<file path="src/osdah_pkg.sv">
`timescale 1ns / 1ps
// Shared types, constants and the tangent table of the artificial horizon block.
package osdah_pkg;

   localparam int TAN_W = 29;
   localparam int CSR_IDX_W = 2;
   localparam int CSR_DATA_W = 5;

   typedef logic signed [8:0] angle_type;
   typedef logic [CSR_IDX_W-1:0] csr_index_type;
   typedef logic [CSR_DATA_W-1:0] csr_data_type;

   localparam csr_index_type CSR_ORIGIN_COLUMN = 2'd0;
   localparam csr_index_type CSR_ORIGIN_ROW = 2'd1;

   localparam logic [4:0] ORIGIN_COLUMN_RESET = 5'd9;
   localparam logic [3:0] ORIGIN_ROW_RESET = 4'd6;
   localparam logic [5:0] DRAWN_COLUMN_RESET = 6'd9;
   localparam logic [4:0] DRAWN_ROW_RESET = 5'd6;

   localparam logic [7:0] BLANK_GLYPH = 8'h20;
   localparam logic [7:0] GLYPH_BASE = 8'h05;

   // tan(89.99 deg) in unsigned Q13.16, used for exactly plus or minus ninety degrees
   localparam logic [TAN_W-1:0] TAN_NEAR_RIGHT = 29'd375493617;

   // floor(v / 18) = (v * DIV18_RECIP) >> DIV18_SHIFT for v below 32768
   localparam logic [11:0] DIV18_RECIP = 12'd3641;
   localparam int DIV18_SHIFT = 16;

   // round(tan(d) * 65536) for d = 0..89
   localparam logic [TAN_W-1:0] TAN_Q16 [90] = '{
      29'd0, 29'd1144, 29'd2289, 29'd3435, 29'd4583,
      29'd5734, 29'd6888, 29'd8047, 29'd9210, 29'd10380,
      29'd11556, 29'd12739, 29'd13930, 29'd15130, 29'd16340,
      29'd17560, 29'd18792, 29'd20036, 29'd21294, 29'd22566,
      29'd23853, 29'd25157, 29'd26478, 29'd27818, 29'd29179,
      29'd30560, 29'd31964, 29'd33392, 29'd34846, 29'd36327,
      29'd37837, 29'd39378, 29'd40951, 29'd42560, 29'd44205,
      29'd45889, 29'd47615, 29'd49385, 29'd51202, 29'd53070,
      29'd54991, 29'd56970, 29'd59009, 29'd61113, 29'd63287,
      29'd65536, 29'd67865, 29'd70279, 29'd72785, 29'd75391,
      29'd78103, 29'd80930, 29'd83882, 29'd86969, 29'd90203,
      29'd93595, 29'd97161, 29'd100917, 29'd104880, 29'd109070,
      29'd113512, 29'd118230, 29'd123255, 29'd128622, 29'd134369,
      29'd140542, 29'd147196, 29'd154393, 29'd162207, 29'd170727,
      29'd180059, 29'd190330, 29'd201699, 29'd214359, 29'd228551,
      29'd244584, 29'd262851, 29'd283868, 29'd308323, 29'd337153,
      29'd371673, 29'd413778, 29'd466313, 29'd533748, 29'd623533,
      29'd749080, 29'd937208, 29'd1250501, 29'd1876705, 29'd3754555
   };

   typedef struct packed {
      logic             neg;
      logic [TAN_W-1:0] mag;
   } tan_type;

   typedef struct packed {
      logic [5:0] col;
      logic [4:0] row;
   } cell_type;

   typedef struct packed {
      cell_type   loc;
      logic [7:0] glyph;
   } result_type;

   typedef struct packed {
      logic       busy;
      logic       emit;
      result_type res;
   } draw_type;

   typedef enum logic [1:0] {
      ST_IDLE,
      ST_ERASE,
      ST_DRAW,
      ST_FLUSH
   } hor_state_type;

   // width of the signed drawing-column offset x = 12c - 6N + 6
   function automatic int x_width(int cols);
      return $clog2(6 * cols) + 1;
   endfunction

   // width of the signed Q0 base term nose + 9R - 1
   function automatic int base_width(int rows);
      return TAN_W + $clog2(9 * rows + 1) + 1 - 16 + 2;
   endfunction

   // reduce to -89..89 and look up; exactly +-90 uses the near-right value
   function automatic tan_type tangent(angle_type deg);
      logic signed [9:0] r;
      logic signed [9:0] a;
      tan_type t;
      r = {deg[8], deg};
      if (r > 10'sd89) begin
         r = r - 10'sd180;
      end else if (r < -10'sd89) begin
         r = r + 10'sd180;
      end
      a = r[9] ? -r : r;
      t.neg = r[9];
      t.mag = TAN_Q16[a[6:0]];
      if (deg == 9'sd90) begin
         t.neg = 1'b0;
         t.mag = TAN_NEAR_RIGHT;
      end else if (deg == -9'sd90) begin
         t.neg = 1'b1;
         t.mag = TAN_NEAR_RIGHT;
      end
      return t;
   endfunction

endpackage

</file>
<file path="src/osdah_ifs.sv">
`timescale 1ns / 1ps
// Request and response channel interfaces of the artificial horizon block.
interface osdah_req_if;
   logic                valid;
   logic                ready;
   osdah_pkg::angle_type pitch_deg;
   osdah_pkg::angle_type roll_deg;

   modport source (output valid, output pitch_deg, output roll_deg, input ready);
   modport sink (input valid, input pitch_deg, input roll_deg, output ready);
endinterface

interface osdah_rsp_if;
   logic       valid;
   logic       ready;
   logic [5:0] cell_column;
   logic [4:0] cell_row;
   logic [7:0] glyph_code;
   logic       last_write;

   modport source (output valid, output cell_column, output cell_row, output glyph_code,
                   output last_write, input ready);
   modport sink (input valid, input cell_column, input cell_row, input glyph_code,
                 input last_write, output ready);
endinterface

</file>
<file path="src/osdah_hit_calc.sv">
`timescale 1ns / 1ps
// Per-column horizon hit pipeline: multiply, truncate, band check, glyph select.
module osdah_hit_calc #(
   parameter int NUM_COLUMNS = 12,
   parameter int NUM_ROWS = 5,
   localparam int IDX_W = $clog2(NUM_COLUMNS),
   localparam int X_W = osdah_pkg::x_width(NUM_COLUMNS),
   localparam int BASE_W = osdah_pkg::base_width(NUM_ROWS)
) (
   input  logic                              clock,
   input  logic                              reset,
   input  logic                              en,
   input  logic                              in_valid,
   input  logic [IDX_W-1:0]                  in_idx,
   input  logic signed [X_W-1:0]             in_x,
   input  logic signed [osdah_pkg::TAN_W:0]  tr,
   input  logic signed [BASE_W-1:0]          base,
   input  logic [4:0]                        origin_col,
   input  logic [3:0]                        origin_row,
   output osdah_pkg::draw_type               draw
);
   import osdah_pkg::*;

   localparam int PROD_W = TAN_W + 1 + X_W;
   localparam int ACC_W = ((PROD_W > BASE_W + 16) ? PROD_W : BASE_W + 16) + 1;
   localparam int HIT_W = ACC_W - 16;
   localparam int BAND = 18 * NUM_ROWS;
   localparam int V_W = $clog2(BAND);
   localparam int QP_W = V_W + 12;
   localparam int Q_W = $clog2(NUM_ROWS + 1);

   logic                     v1_ff;
   logic [IDX_W-1:0]         idx1_ff;
   logic signed [PROD_W-1:0] prod_ff;
   logic signed [PROD_W-1:0] prod_in;

   logic                     v2_ff;
   logic                     band2_ff;
   logic [IDX_W-1:0]         idx2_ff;
   logic [V_W-1:0]           vv_ff;

   logic signed [ACC_W-1:0]  acc;
   logic signed [ACC_W-1:0]  acc_adj;
   logic signed [HIT_W-1:0]  hit;
   logic                     band;
   logic [QP_W-1:0]          qprod;
   logic [Q_W-1:0]           q;
   logic [V_W-1:0]           rem_full;
   logic [4:0]               rem;
   logic [3:0]               sub;

   assign prod_in = PROD_W'(tr) * PROD_W'(in_x);

   // truncate toward zero: bias negative sums by one less than one unit
   assign acc = ACC_W'(prod_ff) + (ACC_W'(base) <<< 16);
   assign acc_adj = acc + $signed({{(ACC_W-16){1'b0}}, {16{acc[ACC_W-1]}}});
   assign hit = acc_adj[ACC_W-1:16];
   assign band = !hit[HIT_W-1] && (hit != '0) && (hit < HIT_W'(BAND));

   always_ff @(posedge clock) begin
      if (reset) begin
         v1_ff <= 1'b0;
         v2_ff <= 1'b0;
      end else if (en) begin
         v1_ff <= in_valid;
         v2_ff <= v1_ff;
      end
   end

   always_ff @(posedge clock) begin
      if (en) begin
         idx1_ff  <= in_idx;
         prod_ff  <= prod_in;
         idx2_ff  <= idx1_ff;
         band2_ff <= band;
         vv_ff    <= V_W'(hit - HIT_W'(1));
      end
   end

   // split hit - 1 into character row and sub-row
   assign qprod = QP_W'(vv_ff) * QP_W'(DIV18_RECIP);
   assign q = Q_W'(qprod >> DIV18_SHIFT);
   assign rem_full = vv_ff - V_W'(18) * V_W'(q);
   assign rem = rem_full[4:0];

   always_comb begin
      sub = rem[4:1];
      if (sub == 4'd0) begin
         sub = 4'd1;
      end
   end

   assign draw.busy = v1_ff || v2_ff;
   assign draw.emit = v2_ff && band2_ff;
   assign draw.res.loc.col = 6'(origin_col) + 6'(idx2_ff);
   assign draw.res.loc.row = 5'(origin_row) + 5'(NUM_ROWS - 1) - 5'(q);
   assign draw.res.glyph = GLYPH_BASE + 8'(sub);

endmodule

</file>
<file path="src/osd_artificial_horizon_glyphs.sv">
`timescale 1ns / 1ps
// Top level: artificial horizon drawn as a stream of character-cell writes.
//
// A sample is accepted only in the idle state, so a new sample waits until the current one is through.
// While the response side is ready, the erase pass makes one write per cycle from the drawn-cell
// memory's single read port, then one drawing column per cycle enters the two-stage hit pipeline;
// the pipeline drains and is seen empty, a flush step sends the final write, and the block
// returns to idle to accept.
// Reset is synchronous; remembered cells read as column 9, row 6 until written.
module osd_artificial_horizon_glyphs #(
   parameter int NUM_COLUMNS = 12,
   parameter int NUM_ROWS = 5
) (
   input  logic                     clock,
   input  logic                     reset,
   osdah_req_if.sink                req_chan,
   osdah_rsp_if.source              rsp_chan,
   input  logic                     csr_we,
   input  osdah_pkg::csr_index_type csr_index,
   input  osdah_pkg::csr_data_type  csr_wdata
);
   import osdah_pkg::*;

   localparam int IDX_W = $clog2(NUM_COLUMNS);
   localparam int CNT_W = $clog2(NUM_COLUMNS + 1);
   localparam int X_W = x_width(NUM_COLUMNS);
   localparam int K = 9 * NUM_ROWS;
   localparam int K_W = $clog2(K + 1);
   localparam int PP_W = TAN_W + K_W;
   localparam int NOSE_W = PP_W + 1 - 16;
   localparam int BASE_W = base_width(NUM_ROWS);
   localparam int X_FIRST = 6 - 6 * NUM_COLUMNS;

   // control
   hor_state_type state_ff, state_in;
   logic [4:0]    origin_col_ff;
   logic [3:0]    origin_row_ff;
   logic          req_acc;

   // angle capture and the free-running tangent / nose pipeline
   angle_type                pitch_ff;
   angle_type                roll_ff;
   tan_type                  tan_r;
   tan_type                  tan_p;
   logic signed [TAN_W:0]    tr_ff;
   logic signed [TAN_W:0]    tr_in;
   logic [PP_W-1:0]          pprod_ff;
   logic                     pneg_ff;
   logic [NOSE_W-1:0]        nose_mag;
   logic signed [BASE_W-1:0] nose_s;
   logic signed [BASE_W-1:0] base_ff;
   logic signed [BASE_W-1:0] base_in;

   // sequencing counters
   logic [IDX_W-1:0]     idx_ff;
   logic [IDX_W-1:0]     slot_ff;
   logic [CNT_W-1:0]     iss_ff;
   logic signed [X_W-1:0] x_ff;
   logic                 idx_last;
   logic                 iss_done;

   // drawn-cell memory with valid bits standing in for the reset contents
   cell_type         drawn_mem [NUM_COLUMNS];
   logic [NUM_COLUMNS-1:0] vld_ff;
   cell_type         mem_q_ff;
   logic             vld_q_ff;
   logic [IDX_W-1:0] rd_addr;
   logic             mem_wr;

   // hit pipeline
   draw_type draw;
   logic     iss_valid;

   // result path: holding register, then output register
   logic       push_v;
   result_type push_res;
   logic       flush;
   logic       out_free;
   logic       push_ok;
   logic       push;
   logic       hold_v_ff, hold_v_in;
   result_type hold_ff;
   logic       rsp_v_ff, rsp_v_in;
   result_type rsp_ff;
   logic       rsp_last_ff;
   logic       load_out;
   logic       load_last;

   assign req_acc = req_chan.valid && req_chan.ready;
   assign idx_last = (idx_ff == IDX_W'(NUM_COLUMNS - 1));
   assign iss_done = (iss_ff == CNT_W'(NUM_COLUMNS));

   // configuration registers; unknown indexes are dropped
   always_ff @(posedge clock) begin
      if (reset) begin
         origin_col_ff <= ORIGIN_COLUMN_RESET;
         origin_row_ff <= ORIGIN_ROW_RESET;
      end else if (csr_we) begin
         unique case (csr_index)
            CSR_ORIGIN_COLUMN: origin_col_ff <= csr_wdata;
            CSR_ORIGIN_ROW:    origin_row_ff <= csr_wdata[3:0];
            default: ;
         endcase
      end
   end

   // Hold the angles from acceptance. The tangent and nose terms pass through the
   // tr_ff, pprod_ff and base_ff registers and settle before drawing uses them.
   always_ff @(posedge clock) begin
      if (req_acc) begin
         pitch_ff <= req_chan.pitch_deg;
         roll_ff  <= req_chan.roll_deg;
      end
   end

   assign tan_r = tangent(roll_ff);
   assign tan_p = tangent(pitch_ff);
   assign tr_in = tan_r.neg ? -$signed({1'b0, tan_r.mag}) : $signed({1'b0, tan_r.mag});

   // pitch tangent is negated, so a negative tangent gives a positive nose
   assign nose_mag = NOSE_W'(({1'b0, pprod_ff} + (PP_W + 1)'(32768)) >> 16);
   assign nose_s = $signed({2'b00, nose_mag});
   assign base_in = (pneg_ff ? nose_s : -nose_s) + BASE_W'(K - 1);

   always_ff @(posedge clock) begin
      tr_ff    <= tr_in;
      pprod_ff <= PP_W'(tan_p.mag) * PP_W'(K);
      pneg_ff  <= tan_p.neg;
      base_ff  <= base_in;
   end

   // next state
   always_comb begin
      state_in = state_ff;
      unique case (state_ff)
         ST_IDLE: begin
            if (req_acc) begin
               state_in = ST_ERASE;
            end
         end
         ST_ERASE: begin
            if (push_ok && idx_last) begin
               state_in = ST_DRAW;
            end
         end
         ST_DRAW: begin
            if (iss_done && !draw.busy) begin
               state_in = ST_FLUSH;
            end
         end
         ST_FLUSH: begin
            if (out_free) begin
               state_in = ST_IDLE;
            end
         end
         default: state_in = ST_IDLE;
      endcase
   end

   // state outputs
   always_comb begin
      req_chan.ready = 1'b0;
      rd_addr = '0;
      push_v = 1'b0;
      push_res = draw.res;
      flush = 1'b0;
      iss_valid = 1'b0;
      unique case (state_ff)
         ST_IDLE: begin
            req_chan.ready = 1'b1;
         end
         ST_ERASE: begin
            // read ahead so the next entry is ready when this one leaves
            rd_addr = (push_ok && !idx_last) ? idx_ff + IDX_W'(1) : idx_ff;
            push_v = 1'b1;
            push_res.loc.col = vld_q_ff ? mem_q_ff.col : DRAWN_COLUMN_RESET;
            push_res.loc.row = vld_q_ff ? mem_q_ff.row : DRAWN_ROW_RESET;
            push_res.glyph = BLANK_GLYPH;
         end
         ST_DRAW: begin
            iss_valid = !iss_done;
            push_v = draw.emit;
         end
         ST_FLUSH: begin
            flush = 1'b1;
         end
         default: ;
      endcase
   end

   always_ff @(posedge clock) begin
      if (reset) begin
         state_ff <= ST_IDLE;
      end else begin
         state_ff <= state_in;
      end
   end

   // erase index, fill slot, column issue counter and x offset
   always_ff @(posedge clock) begin
      if (reset) begin
         idx_ff  <= '0;
         slot_ff <= '0;
         iss_ff  <= '0;
         x_ff    <= X_W'(X_FIRST);
      end else if (req_acc) begin
         idx_ff  <= '0;
         slot_ff <= '0;
         iss_ff  <= '0;
         x_ff    <= X_W'(X_FIRST);
      end else begin
         if (state_ff == ST_ERASE && push_ok && !idx_last) begin
            idx_ff <= idx_ff + IDX_W'(1);
         end
         if (mem_wr) begin
            slot_ff <= slot_ff + IDX_W'(1);
         end
         if (iss_valid && push_ok) begin
            iss_ff <= iss_ff + CNT_W'(1);
            x_ff   <= x_ff + X_W'(12);
         end
      end
   end

   osdah_hit_calc #(
      .NUM_COLUMNS (NUM_COLUMNS),
      .NUM_ROWS    (NUM_ROWS)
   ) u_hit_calc (
      .clock      (clock),
      .reset      (reset),
      .en         (push_ok),
      .in_valid   (iss_valid),
      .in_idx     (iss_ff[IDX_W-1:0]),
      .in_x       (x_ff),
      .tr         (tr_ff),
      .base       (base_ff),
      .origin_col (origin_col_ff),
      .origin_row (origin_row_ff),
      .draw       (draw)
   );

   // Drawn cells fill from slot 0 upward; read data is used only during the erase
   // pass and writes happen only while drawing, so the two never meet.
   assign mem_wr = (state_ff == ST_DRAW) && draw.emit && push_ok;

   always_ff @(posedge clock) begin
      if (mem_wr) begin
         drawn_mem[slot_ff] <= draw.res.loc;
      end
      mem_q_ff <= drawn_mem[rd_addr];
      vld_q_ff <= vld_ff[rd_addr];
   end

   always_ff @(posedge clock) begin
      if (reset) begin
         vld_ff <= '0;
      end else if (mem_wr) begin
         vld_ff[slot_ff] <= 1'b1;
      end
   end

   // Each new write waits in the holding register until the next one arrives,
   // so the final write of a sample is known when it moves to the output.
   assign out_free = !rsp_v_ff || rsp_chan.ready;
   assign push_ok = !hold_v_ff || out_free;
   assign push = push_v && push_ok;

   always_comb begin
      hold_v_in = hold_v_ff;
      rsp_v_in = rsp_v_ff && !rsp_chan.ready;
      load_out = 1'b0;
      load_last = 1'b0;
      if (push) begin
         hold_v_in = 1'b1;
         if (hold_v_ff) begin
            rsp_v_in = 1'b1;
            load_out = 1'b1;
         end
      end else if (flush && out_free && hold_v_ff) begin
         hold_v_in = 1'b0;
         rsp_v_in = 1'b1;
         load_out = 1'b1;
         load_last = 1'b1;
      end
   end

   always_ff @(posedge clock) begin
      if (reset) begin
         hold_v_ff <= 1'b0;
         rsp_v_ff  <= 1'b0;
      end else begin
         hold_v_ff <= hold_v_in;
         rsp_v_ff  <= rsp_v_in;
      end
   end

   always_ff @(posedge clock) begin
      if (push) begin
         hold_ff <= push_res;
      end
      if (load_out) begin
         rsp_ff      <= hold_ff;
         rsp_last_ff <= load_last;
      end
   end

   assign rsp_chan.valid = rsp_v_ff;
   assign rsp_chan.cell_column = rsp_ff.loc.col;
   assign rsp_chan.cell_row = rsp_ff.loc.row;
   assign rsp_chan.glyph_code = rsp_ff.glyph;
   assign rsp_chan.last_write = rsp_last_ff;

endmodule
</file>
<file path="src/flat_wrapper.sv">
// flat-port wrapper written by rule: the top's interface ports become plain ports
module osd_artificial_horizon_glyphs_flat import osdah_pkg::*;
#(
   parameter int NUM_COLUMNS = 12,
   parameter int NUM_ROWS = 5
)
  (clock, reset, csr_we, csr_index, csr_wdata, req_chan_valid, req_chan_pitch_deg, req_chan_roll_deg, req_chan_ready, rsp_chan_valid, rsp_chan_cell_column, rsp_chan_cell_row, rsp_chan_glyph_code, rsp_chan_last_write, rsp_chan_ready);
  osdah_req_if req_chan_i ();
  osdah_rsp_if rsp_chan_i ();
  input  logic clock;
  input  logic reset;
  input  logic csr_we;
  input  osdah_pkg::csr_index_type csr_index;
  input  osdah_pkg::csr_data_type csr_wdata;
  input wire logic [$bits(req_chan_i.valid)-1:0] req_chan_valid;
  input wire logic [$bits(req_chan_i.pitch_deg)-1:0] req_chan_pitch_deg;
  input wire logic [$bits(req_chan_i.roll_deg)-1:0] req_chan_roll_deg;
  output wire logic [$bits(req_chan_i.ready)-1:0] req_chan_ready;
  output wire logic [$bits(rsp_chan_i.valid)-1:0] rsp_chan_valid;
  output wire logic [$bits(rsp_chan_i.cell_column)-1:0] rsp_chan_cell_column;
  output wire logic [$bits(rsp_chan_i.cell_row)-1:0] rsp_chan_cell_row;
  output wire logic [$bits(rsp_chan_i.glyph_code)-1:0] rsp_chan_glyph_code;
  output wire logic [$bits(rsp_chan_i.last_write)-1:0] rsp_chan_last_write;
  input wire logic [$bits(rsp_chan_i.ready)-1:0] rsp_chan_ready;
  assign req_chan_i.valid = req_chan_valid;
  assign req_chan_i.pitch_deg = req_chan_pitch_deg;
  assign req_chan_i.roll_deg = req_chan_roll_deg;
  assign req_chan_ready = req_chan_i.ready;
  assign rsp_chan_valid = rsp_chan_i.valid;
  assign rsp_chan_cell_column = rsp_chan_i.cell_column;
  assign rsp_chan_cell_row = rsp_chan_i.cell_row;
  assign rsp_chan_glyph_code = rsp_chan_i.glyph_code;
  assign rsp_chan_last_write = rsp_chan_i.last_write;
  assign rsp_chan_i.ready = rsp_chan_ready;
  osd_artificial_horizon_glyphs #(.NUM_COLUMNS(NUM_COLUMNS), .NUM_ROWS(NUM_ROWS)) u_core (.clock(clock), .reset(reset), .req_chan(req_chan_i), .rsp_chan(rsp_chan_i), .csr_we(csr_we), .csr_index(csr_index), .csr_wdata(csr_wdata));
endmodule
</file>
<file path="config.mk">
export PLATFORM = sky130hd
export DESIGN_NAME = osd_artificial_horizon_glyphs_flat
export DESIGN_NICKNAME = d
export VERILOG_FILES = /design/src/osdah_pkg.sv /design/src/osdah_ifs.sv /design/src/osdah_hit_calc.sv /design/src/osd_artificial_horizon_glyphs.sv /design/src/flat_wrapper.sv
export SDC_FILE = /design/constraint.sdc
export NUM_CORES = 2
export LEC_CHECK = 0
export BUFFER_PORTS_ARGS = -buffer_cell sky130_fd_sc_hd__buf_2
export CAP_MARGIN = 20
export CORE_ASPECT_RATIO = 2
export CORE_UTILIZATION = 70
export DETAILED_ROUTE_END_ITERATION = 8
export GPL_TIMING_DRIVEN = 0
export PLACE_DENSITY = 0.85
export SYNTH_ARGS = -nofsm -noshare
export SYNTH_HDL_FRONTEND = slang
export SYNTH_SLANG_ARGS = --single-unit
</file>
<file path="constraint.sdc">
create_clock -name clock -period 21.5 [get_ports clock]
set_input_delay 1.075 -clock clock [delete_from_list [all_inputs] [get_ports clock]]
set_output_delay 1.075 -clock clock [all_outputs]
set_load 0.01 [all_outputs]
</file>
==> impl_metrics.yaml, run 1 <==
synth:
  synth_cell_types: 108
  synth.most_common_cell: "inv_1"
  yosys-top-cells-count: "inv_1, ha_1, nor2_1, nand2_1, edfxtp_1"
  ys.warnings.count: 0
  ys_seq_area_frac: 0.300
  synth_top_flop_cell: "edfxtp_1"
  async_flop_share: 0
  syn_inst: 3324
  ys_ff_latch: 363
  synth_area_mm2: 0.0321
  avgSynthCellArea_um2: 9.67
  synth_edf_count: 238
  synth.area.top_cells: "edfxtp_1, fa_1, ha_1, dfxtp_1, xnor2_1"
  synth_top_area_cell: "edfxtp_1"
  synth_top_area_share: 0.222
clock_network:
  post_cts_buffers: 0
  cts_hold_buf: 0
  clockBufferDepth: 3
  cts_made_buffers: 31
  root_buffer: "clkbuf_16"
  htree_levels: 1
  cts_resized: 0
  clock_sinks: 363
die:
  die_x_um: 154
  start_util: 0.712
  fp.dieH_um: 305
  pin_count: 52
  rows: 110
place:
  gp_congestion: 1.13
  portBuffers: 49
  dpl.hpwl_um: 91600
global_routing:
  grt_start_max_net_pins: 34
  grt_usage: 0.717
  overflow: 38
  grt_pass1_wl_um: 242000
  grt_pass1_vias: 36200
run_status:
  stop_stage: "global routing"
  outcome: "stopped before the end"
  error_line: "[ERROR GRT-0116] Global routing finished with congestion. Check the congestion regions in the DRC Viewer."
## per-stage QoR
stage	instance area [um^2]	setup WS [ns]	instances	utilization	hold slack, ns
CTS	34200	11.67	4006	0.758	0.422
detailed placement	33300	11.72	3949	0.737	0.405
global placement	33100	11.91	3934	0.733	0.402
floorplan	32100	13.89	3325	-	0.400
## metal layers
metal,GRT overflow,GRT usage
met1,0,0.671
met2,16,0.927
met3,3,0.537
met4,19,0.779
met5,0,0.190
## cell families after synthesis
logic type	share of synthesized area
XOR/XNOR	0.0543
AO/OA/AOI/OAI	0.169
buffers and inverters	0.0572
multiplexers	0.0394
AND/OR/NAND/NOR	0.146
adder cells (fa/ha/maj)	0.233
other	0.000117
flip-flops	0.300
==> inputs of run 2 (changes only) <==
Settings changed: CORE_ASPECT_RATIO 2 to default, CORE_UTILIZATION 70 to 40, PLACE_DENSITY 0.85 to default, PLACE_DENSITY_LB_ADDON from default to 0.15.
==> impl_metrics.yaml, run 2 <==
layout:
  final_area_mm2: 0.0353
  top_regs: "u_core.drawn_mem: 132 flops, u_core.u_hit_calc.prod_ff: 37 flops, u_core.tr_ff: 30 flops"
  layout-drive-gt1-share: 0.0813
  nFillCells: 7807
  multi_input_area_mm2: 0.0207
  layout_common_cells: "inv_1, ha_1, nor2_1"
  largest-register: "u_core.drawn_mem"
  fin_nets: 3941
  antenna_cells: 0
  final_common_cell: "inv_1"
  regArea_mm2: 0.00965
  largest_reg_flops: 132
  area_growth_pct: 9.86
setup_path:
  r2r_setup_slack_ns: 11.27
  critPathArrivalTime_ns: 10.72
  worstSetupPathType: "flop to flop"
  critPathMaxStageDelay_ns: 0.73
  cp_num_buf_inv: 7
  crit_family: "compound AO/OA/AOI/OAI gates"
  cp_max_fo: 11
  cp_slowest_cell: "o311ai_0"
  reg2reg_from: "u_core.pitch_ff[2]$_DFFE_PP_"
  crit_path_end_kind: "flop"
  r2r-end: "u_core.pprod_ff[27]$_DFF_P_"
  cp.required_ns: 21.98
  cp-start-kind: "flop"
  r2r_cells: 39
clock_network:
  clockBufferDepth: 3
  root_buffer: "clkbuf_16"
  clock_sinks: 363
  htree_levels: 2
  cts_made_buffers: 42
  insertion_delay_ns: 0.59
  cts_hold_buf: 0
  cts_tree: "built"
  clk_pin_slew_ns: 0.06
  cts_resized: 0
  post_cts_buffers: 0
timing:
  setup_viol: 0
  fmax_mhz: 97.7
  slew_viol_final: 0
  finClkSkew_ns: 0.0316
  final.setup.tns_ns: 0
  finalCriticalPeriod_ns: 10.23
  final_hold_viol_count: 0
  rsz0062_at_grt: "false"
  slew_headroom: 0.230
  hold_slack_ns: 0.412
  setup_slack_ns: 11.27
  period_share: 0.476
  worstMarginPinSlew_ns: 1.15
global_routing:
  grt_start_max_net_pins: 53
  overflow: 0
  antenna_found_initial: 1
  grt_pass1_wl_um: 147000
  grt_pass1_vias: 25200
  grt_usage: 0.229
place:
  gp_congestion: 0.991
  portBuffers: 49
  place_area_mm2: 0.0339
  dpl.hpwl_um: 72600
  post-place-ws_ns: 11.53
synth:
  synth_top_flop_cell: "edfxtp_1"
  syn_inst: 3324
  ys_seq_area_frac: 0.300
  synth_area_mm2: 0.0321
  synth_top_area_cell: "edfxtp_1"
  synth_top_area_share: 0.222
  avgSynthCellArea_um2: 9.67
  synth.area.top_cells: "edfxtp_1, fa_1, ha_1, dfxtp_1, xnor2_1"
  yosys-top-cells-count: "inv_1, ha_1, nor2_1, nand2_1, edfxtp_1"
  synth_cell_types: 108
  synth.most_common_cell: "inv_1"
  synth_edf_count: 238
  ys_ff_latch: 363
  async_flop_share: 0
  ys.warnings.count: 0
routing:
  dr.max_layer_used: "met4"
  route.vias.total: 25700
  wirelength_um: 94200
  drc: 0
  wl_met3_um: 6660
  drt-met1-wl_um: 40900
  ant_nets: 0
  dr.pass1.iters: 7
  wl_per_cell_um: 20.8
  routed-wl-met2_um: 43100
  drt_iter0_markers: 2187
  vias_per_cell: 5.68
flow_run:
  maxCapViolCount: 0
hold_path:
  hold_class: "flop to flop"
  hold_depth: 0
  holdPathEnd: "u_core.rsp_chan.glyph_code[1]$_DFFE_PP_"
  min-delay-start: "u_core.hold_ff[1]$_SDFFCE_PP0P_"
run_status:
  outcome: "complete, no violations"
die:
  fp.dieH_um: 285
  core_mm2: 0.0793
  die_x_um: 285
  die_area_mm2: 0.0815
  start_util: 0.406
  rows: 103
  pin_count: 52
run 2: cell counts after synthesis:
No cell type changed its count.
run 2: logic make-up (layout without fill, tap and decap cells):
| kind of cell | Yosys count | after routing | share of synthesized area |
|---|---|---|---|
| buffers and inverters | 460 | 605 | 0.0572 |
| xor gates and xnor gates | 192 | 192 | 0.0543 |
| AOI/OAI and AO/OA | 793 | 793 | 0.169 |
| DFF | 363 | 363 | 0.300 |
| and+or+nand+nor | 953 | 953 | 0.146 |
| adders and majority gates | 475 | 475 | 0.233 |
| muxes | 87 | 87 | 0.0394 |
| other | 1 | 2 | 0.000117 |
run 2: how the worst max path moves through the flow:
stage | start | endpoint | slack (ns) | depth (start not counted)
after global routing | u_core.pitch_ff[2]$_DFFE_PP_ | u_core.pprod_ff[27]$_DFF_P_ | 10.71 | 39
after floorplan | u_core.pitch_ff[2]$_DFFE_PP_ | u_core.pprod_ff[28]$_DFF_P_ | 13.89 | 39
after detailed placement | u_core.pitch_ff[0]$_DFFE_PP_ | u_core.pprod_ff[27]$_DFF_P_ | 11.53 | 38
after global placement | u_core.pitch_ff[2]$_DFFE_PP_ | u_core.pprod_ff[27]$_DFF_P_ | 11.36 | 39
after CTS | u_core.pitch_ff[2]$_DFFE_PP_ | u_core.pprod_ff[27]$_DFF_P_ | 11.48 | 39
final | u_core.pitch_ff[2]$_DFFE_PP_ | u_core.pprod_ff[27]$_DFF_P_ | 11.27 | 39
run 2: area by class of cell:
| cell class | instances | area share |
|---|---|---|
| Sequential cell | 363 | 0.273 |
| Inverter | 291 | 0.0310 |
| Buffer | 169 | 0.0212 |
| Clock inverter | 34 | 0.00886 |
| Clock buffer | 44 | 0.0300 |
| Multi-Input combinational cell | 2502 | 0.586 |
| Tap cell | 1050 | 0.0372 |
| Timing Repair Buffer | 67 | 0.0127 |
run 2: per-stage QoR:
stage,cells,utilization
detailed placement,4440,0.428
global placement,4424,0.425
floorplan,3325,-
finish,4520,0.446
CTS,4518,0.445
global route,4520,0.446
run 2: layer usage:
layer  vias to the layer above  track usage
met2                       982        0.372
met3                       230       0.0405
met5                         -            0
li1                      12100            -
met4                         0       0.0844
met1                     12300        0.306
Power of run 2 is not shown: default switching activity piles up to over one toggle a cycle in this logic, so the estimate is an artifact.
